--- src/pcc_pkg.sv ---
package pcc_pkg;

	localparam int VAL_W = 9;
	localparam int RES_W = 64;

	typedef enum logic [3:0] {
		ST_IDLE,
		ST_CLEAR,
		ST_TEST,
		ST_DIV,
		ST_FRD,
		ST_FWR,
		ST_MRD,
		ST_MLD,
		ST_MUL,
		ST_DONE
	} state_t;

	typedef enum logic {
		OP_PERM = 1'b0,
		OP_COMB = 1'b1
	} op_t;

endpackage

--- src/pcc_div.sv ---
module pcc_div
	import pcc_pkg::*;
(
	input  logic             clk,
	input  logic             arst_n,
	input  logic             start,
	input  logic [VAL_W-1:0] dividend,
	input  logic [VAL_W-1:0] divisor,
	output logic             done,
	output logic [VAL_W-1:0] quot,
	output logic [VAL_W-1:0] rem
);

	localparam int CW = $clog2(VAL_W + 1);

	logic [VAL_W-1:0] rem_q;
	logic [VAL_W-1:0] quot_q;
	logic [VAL_W-1:0] dsr_q;
	logic [CW-1:0]    cnt_q;
	logic             busy_q;
	logic             done_q;
	logic [VAL_W:0]   trial;
	logic             fits;

	assign trial = {rem_q, quot_q[VAL_W-1]};
	assign fits  = trial >= {1'b0, dsr_q};

	always_ff @(posedge clk or negedge arst_n) begin
		if (!arst_n) begin
			busy_q <= 1'b0;
			done_q <= 1'b0;
			cnt_q  <= '0;
		end else begin
			done_q <= 1'b0;
			if (start) begin
				busy_q <= 1'b1;
				cnt_q  <= '0;
			end else if (busy_q) begin
				cnt_q <= cnt_q + 1'b1;
				if (cnt_q == CW'(VAL_W - 1)) begin
					busy_q <= 1'b0;
					done_q <= 1'b1;
				end
			end
		end
	end

	always_ff @(posedge clk) begin
		if (start) begin
			rem_q  <= '0;
			quot_q <= dividend;
			dsr_q  <= divisor;
		end else if (busy_q) begin
			rem_q  <= fits ? VAL_W'(trial - {1'b0, dsr_q}) : trial[VAL_W-1:0];
			quot_q <= {quot_q[VAL_W-2:0], fits};
		end
	end

	assign done = done_q;
	assign quot = quot_q;
	assign rem  = rem_q;

endmodule

--- config.mk ---
export PLATFORM = sky130hd
export DESIGN_NAME = pcc_div
export DESIGN_NICKNAME = d
export VERILOG_FILES = /design/src/pcc_pkg.sv /design/src/pcc_div.sv
export SDC_FILE = /design/constraint.sdc
export NUM_CORES = 1
export LEC_CHECK = 0
export BUFFER_PORTS_ARGS = -buffer_cell sky130_fd_sc_hd__buf_2
export CELL_PAD_IN_SITES_DETAIL_PLACEMENT = 1
export CELL_PAD_IN_SITES_GLOBAL_PLACEMENT = 1
export CORE_MARGIN = 2
export CORE_UTILIZATION = 30
export DETAILED_ROUTE_END_ITERATION = 16
export PLACE_DENSITY_LB_ADDON = 0.05
export SYNTH_ARGS = -nofsm -noshare
export SYNTH_HDL_FRONTEND = slang
export SYNTH_SLANG_ARGS = --single-unit
export TNS_END_PERCENT = 20
--- constraint.sdc ---
create_clock -name clk -period 6.7 [get_ports clk]
set_input_delay 0.335 -clock clk [delete_from_list [all_inputs] [get_ports clk]]
set_output_delay 0.335 -clock clk [all_outputs]
set_load 0.01 [all_outputs]
Yosys cells after proc, flatten, opt, wreduce, memory -nomap -nowiden
Cells that the tools add are included.
Word-level totals
  register bits: 33
  latch bits: 0
  RAM bits: 0
  memory bits (read-only): 0
  input port bits: 21
  output and inout bits: 19
  logic and storage cells: 22
  memories kept: 0
Cells by class
  $add $sub $neg: 2
  $mul: 0
  div/mod/pow operators: 0
  order comparisons: 1
  equality and inequality tests: 1
  shifts and indexed selects: 0
  multiplexer cells: 11
  bitwise operators: 0
  reductions and logical operators: 1
Operators by type and width (count)
  2-to-1 mux 9 bit: 3
  >= comparator 10 x 9 -> 1 bit: 1
  subtractor 9 bit: 1
  2-to-1 mux 4 bit: 2
  2-to-1 mux 1 bit: 6
  adder 4 x 1 -> 4 bit, second input constant: 1
  equality test 4 bit, second input constant: 1
  nonzero test 2 bit: 1

Depth between registers and ports, before layout
  word-level depth: 4
  gate-level depth with buffers: 10
  gate-level depth less buffers: 9

Worst setup path after synthesis
OpenSTA, ideal clock, no wires.
  path type: flip-flop to flip-flop
  from: register quot_q[8] (netlist: quot[8])
  to: register quot_q[0] (netlist: quot[0]) (data pin)
  library setup time: 0.270 ns
  arrival time: 2.045 ns
  data required time: 6.430 ns
  setup slack: 4.385 ns
  cell stages (with the launch flop): 10
  buffers on the path: 1
  clock period less this slack: 2.315 ns
  cell sequence: edfxtp_1 -> inv_1 -> ha_1 -> inv_1 -> fa_1 -> a211oi_2 -> o21ai_2 -> a31oi_4 -> buf_4 -> o21ai_0
Between the ends
  cells in the longest elaborated chain, start to end: 3
RTL lines
  from (decl): RTL line pcc_div.sv:17  | logic [VAL_W-1:0] quot_q;
  from (signal assigned): RTL line pcc_div.sv:51  | quot_q <= dividend;
  from (signal assigned): RTL line pcc_div.sv:55  | quot_q <= {quot_q[VAL_W-2:0], fits};
  >= comparator 10 x 9 -> 1 bit: RTL line pcc_div.sv:26  | assign fits = trial >= {1'b0, dsr_q};
  2-to-1 mux 9 bit: RTL line pcc_div.sv:53  | end else if (busy_q) begin
  2-to-1 mux 9 bit: RTL line pcc_div.sv:49  | if (start) begin
Every way passes these cells. The select of a mux whose other input is x is not followed.
A chain may end at the register's enable or synchronous reset.

Worst setup path in the final report
  from: register quot_q[8] (netlist: quot[8])
  to: register rem_q[1] (netlist: rem[1])
Between the ends
  cells in the longest elaborated chain, start to end: 2
  elaborated cells on any way between the ends: 3
  those cells by class: 1 x add/sub; 1 x order compare; 1 x mux
RTL lines
  subtractor 9 bit / >= comparator 10 x 9 -> 1 bit (equally long branches): RTL line pcc_div.sv:54, pcc_div.sv:26
  2-to-1 mux 9 bit (*): RTL line pcc_div.sv:54  | rem_q <= fits ? VAL_W'(trial - {1'b0, dsr_q}) : trial[VAL_W-1:0];
  to (signal assigned): RTL line pcc_div.sv:54
  to (decl): RTL line pcc_div.sv:16  | logic [VAL_W-1:0] rem_q;
Mark *: on every way between the ends. The rest lies on a longest branch, timed or not.

==> results.ini <==
[critical_path]
crit_arrival_ns=2.75
critPathRequiredTime_ns=6.84
r2r_cells=9
timing.rr.start=quot[8]$_DFFE_PP_
path_max_fanout=14
worstReg2RegEnd=rem[1]$_SDFFE_PP0P_
worst_setup_path_start_kind=flop
endpoint_kind=flop
r2r_setup_slack_ns=4.09
critPathKind=flop to flop

[floorplanning]
ios=40
die_x_um=80.88
die_y_um=80.88
rows=27
initial_core_util_pct=31.62
dieArea_um2=6541
core_um2=5608

[global_routing]
grt_usage_pct=13.84
grt_max_degree=30
grt_overflow=0
grt_first_pass_wirelength_um=6886
antenna_found_initial=0
grt_pass1_vias=1421

[synthesis]
ys_seq_area_share_pct=49.12
ys.flop_type=edfxtp_1
synth-async-reset-ratio_pct=18.18
synth_edf_count=18
syn_area_per_cell_um2=11.51
yosysWarningCount=0
synth_nets=187
ys_types=37
synth_area_um2=1773
ys_ff_latch=33
syn_inst=154

[job]
drv_cap=0

[sta]
worst_pin_slew_ns=0.6202
grt_setup_unrepaired=false
slew_viol_final=0
period_needed_ns=2.611
fin_setup_tns_ns=0
max_freq_mhz=383.0
slew_headroom_pct=58.50
finalCritPeriodShare_pct=38.97
hold_violations=0
fin_skew_ns=0.007628
setup_violations=0

[pwr]
power_density_nw_per_um2=335.6
clkPwrFrac_pct=20.7
switchingPower_mw=0.2704
ir_drop_v=0.0001008
seqPwrFrac_pct=39.1
swShare_pct=37.91
power_mw=0.7131
power.leakage_nw=0.9475
internal_power_mw=0.4427
p_comb_share_pct=40.2

[clock_network]
cts.path.max_buffers=2
cts_inserted_buffers=5
cts.sinks=33
cts-resized-gates=0
cts_setup_buffers=0
cts_tree=built
clkLatencyLatePin_ns=0.29
cts.clk_slew.worst_paths_ns=0.07
htreeDepth=2
clock-root-buffer=clkbuf_8

[routing]
wire_per_inst_um=15.06
drt_wl_total_um=4050
vias=1331
via_per_inst=4.948
drc_errors=0
dr.pass1.iters=4
drt_iter0_markers=86
ant_nets=0

[finish]
nets=229
fin_area_um2=2125
fillers=662
syn_to_final_growth_pct=19.83
drive_above_1_share_pct=29.95
diodes=0
fin_util_pct=37.88

[worst_hold_path]
hold-path-endpoint=dsr_q[6]$_DFFE_PP_
min_from=divisor[6]
whs_path_depth=1
hold_path_class=input pin to flop

[placement]
port-buffer-count=39
post-dp-hpwl_um=3051
dpl_cell_area_um2=2028
gp_congestion=0.7285

[outcome]
status=finished, final reports clean

## worst max-delay path: stages (launching register included)
cell      delay [ns]
edfxtp_1        0.42
inv_1           0.08
ha_1            0.21
inv_1           0.07
fa_1            0.41
a211oi_2        0.32
o21ai_2         0.14
a31oi_4         0.44
mux2i_1         0.27
a211oi_1        0.09
## sequential cells by signal (all words and copies together) (netlist names)
name	count
quot	9
done	1
rem	9
cnt_q	4
dsr_q	9
busy_q	1
## synthesized netlist by cell type, types with 3 or more instances
| cell type | count | share of area [%] |
|---|---|---|
| mux2i_1 | 4 | 2.3 |
| inv_1 | 15 | 3.2 |
| dfrtp_1 | 6 | 8.5 |
| ha_1 | 11 | 7.8 |
| nand2_1 | 11 | 2.3 |
| o31ai_1 | 3 | 1.3 |
| dfxtp_1 | 9 | 10 |
| a211oi_1 | 3 | 1.3 |
| o21ai_0 | 6 | 1.7 |
| nand3_1 | 5 | 1.4 |
| edfxtp_1 | 18 | 30 |
| o311ai_0 | 3 | 1.5 |
| clkbuf_1 | 3 | 0.64 |
| a21oi_1 | 3 | 0.85 |
| a32oi_1 | 3 | 1.5 |
| mux2_2 | 8 | 5.1 |
| nor2_1 | 11 | 2.3 |
| xnor2_1 | 3 | 1.5 |
| xor2_1 | 5 | 2.5 |
## final cells by class
| class | instances | area, um^2 | share of cell area (%) |
|---|---|---|---|
| Clock buffer | 5 | 68.82 | 3.239 |
| Clock inverter | 3 | 17.52 | 0.8245 |
| Inverter | 15 | 56.30 | 2.650 |
| Multi-Input combinational cell | 101 | 815.8 | 38.40 |
| Sequential cell | 33 | 870.8 | 40.99 |
| Tap cell | 72 | 90.09 | 4.240 |
| Timing Repair Buffer | 40 | 205.2 | 9.658 |
## repair_timing
action / 4_1_cts / 5_1_grt
setup endpoints to repair: 0 / 0
hold buffers: 1 / 0
hold endpoints to repair: 6 / 0
## through the flow
stage,std cells,hold WS (ns),worst slack [ns]
after global placement,260,0.1607,4.214
after detailed placement,260,0.1696,4.095
after global routing,269,0.2086,3.883
final,269,0.2192,4.089
after CTS,269,0.2105,4.081
after floorplan,154,0.03941,4.385
## cells by family after synthesis
kind of cell               count (synthesis)  share of synthesized area (%)
and+or+nand+nor                           35                          9.033
adders and majority gates                 12                          8.892
buffers and inverters                     20                          4.869
AOI/OAI and AO/OA                         34                          16.80
DFF                                       33                          49.12
muxes                                     12                          7.340
xor gates and xnor gates                   8                          3.952
## metal layers
layer	part of all wire [%]	global-route usage [%]
met2	46	22.64
met4	1.6	5.085
met1	47	17.61
met3	5.0	3.556
met5	0	0
## power groups by stage
stage               combinational, mW  clock, mW  sequential (mW)
CTS                             0.289      0.155            0.280
detailed placement              0.286          0            0.284
finish                          0.287      0.148            0.279
floorplan                       0.205          0            0.289
global route                    0.318      0.164            0.285
global placement                0.282          0            0.282
## cell usage in the layout (no fill, tap or decap), types with 3 or more instances in the layout
cell type | Yosys | routed
buf_2 | 0 | 39
edfxtp_1 | 18 | 18
inv_1 | 15 | 15
nand2_1 | 11 | 11
nor2_1 | 11 | 11
ha_1 | 11 | 11
dfxtp_1 | 9 | 9
mux2_2 | 8 | 8
o21ai_0 | 6 | 6
dfrtp_1 | 6 | 6
nand3_1 | 5 | 5
xor2_1 | 5 | 5
clkbuf_8 | 0 | 5
mux2i_1 | 4 | 4
a21oi_1 | 3 | 3
xnor2_1 | 3 | 3
o311ai_0 | 3 | 3
a32oi_1 | 3 | 3
o31ai_1 | 3 | 3
a211oi_1 | 3 | 3
## how the worst max path moves through the flow
stage,start,end,slack (ns),depth (start not counted)
2_1_floorplan,quot[8]$_DFFE_PP_,quot[0]$_DFFE_PP_,4.39,9
6_report,quot[8]$_DFFE_PP_,rem[1]$_SDFFE_PP0P_,4.09,9
3_3_place_gp,quot[8]$_DFFE_PP_,rem[3]$_SDFFE_PP0P_,4.21,9
5_1_grt,quot[8]$_DFFE_PP_,rem[1]$_SDFFE_PP0P_,3.88,9
4_1_cts,quot[8]$_DFFE_PP_,rem[3]$_SDFFE_PP0P_,4.08,9
3_5_place_dp,quot[8]$_DFFE_PP_,rem[3]$_SDFFE_PP0P_,4.10,9
No activity file was read; power rests on OpenSTA's default activity.
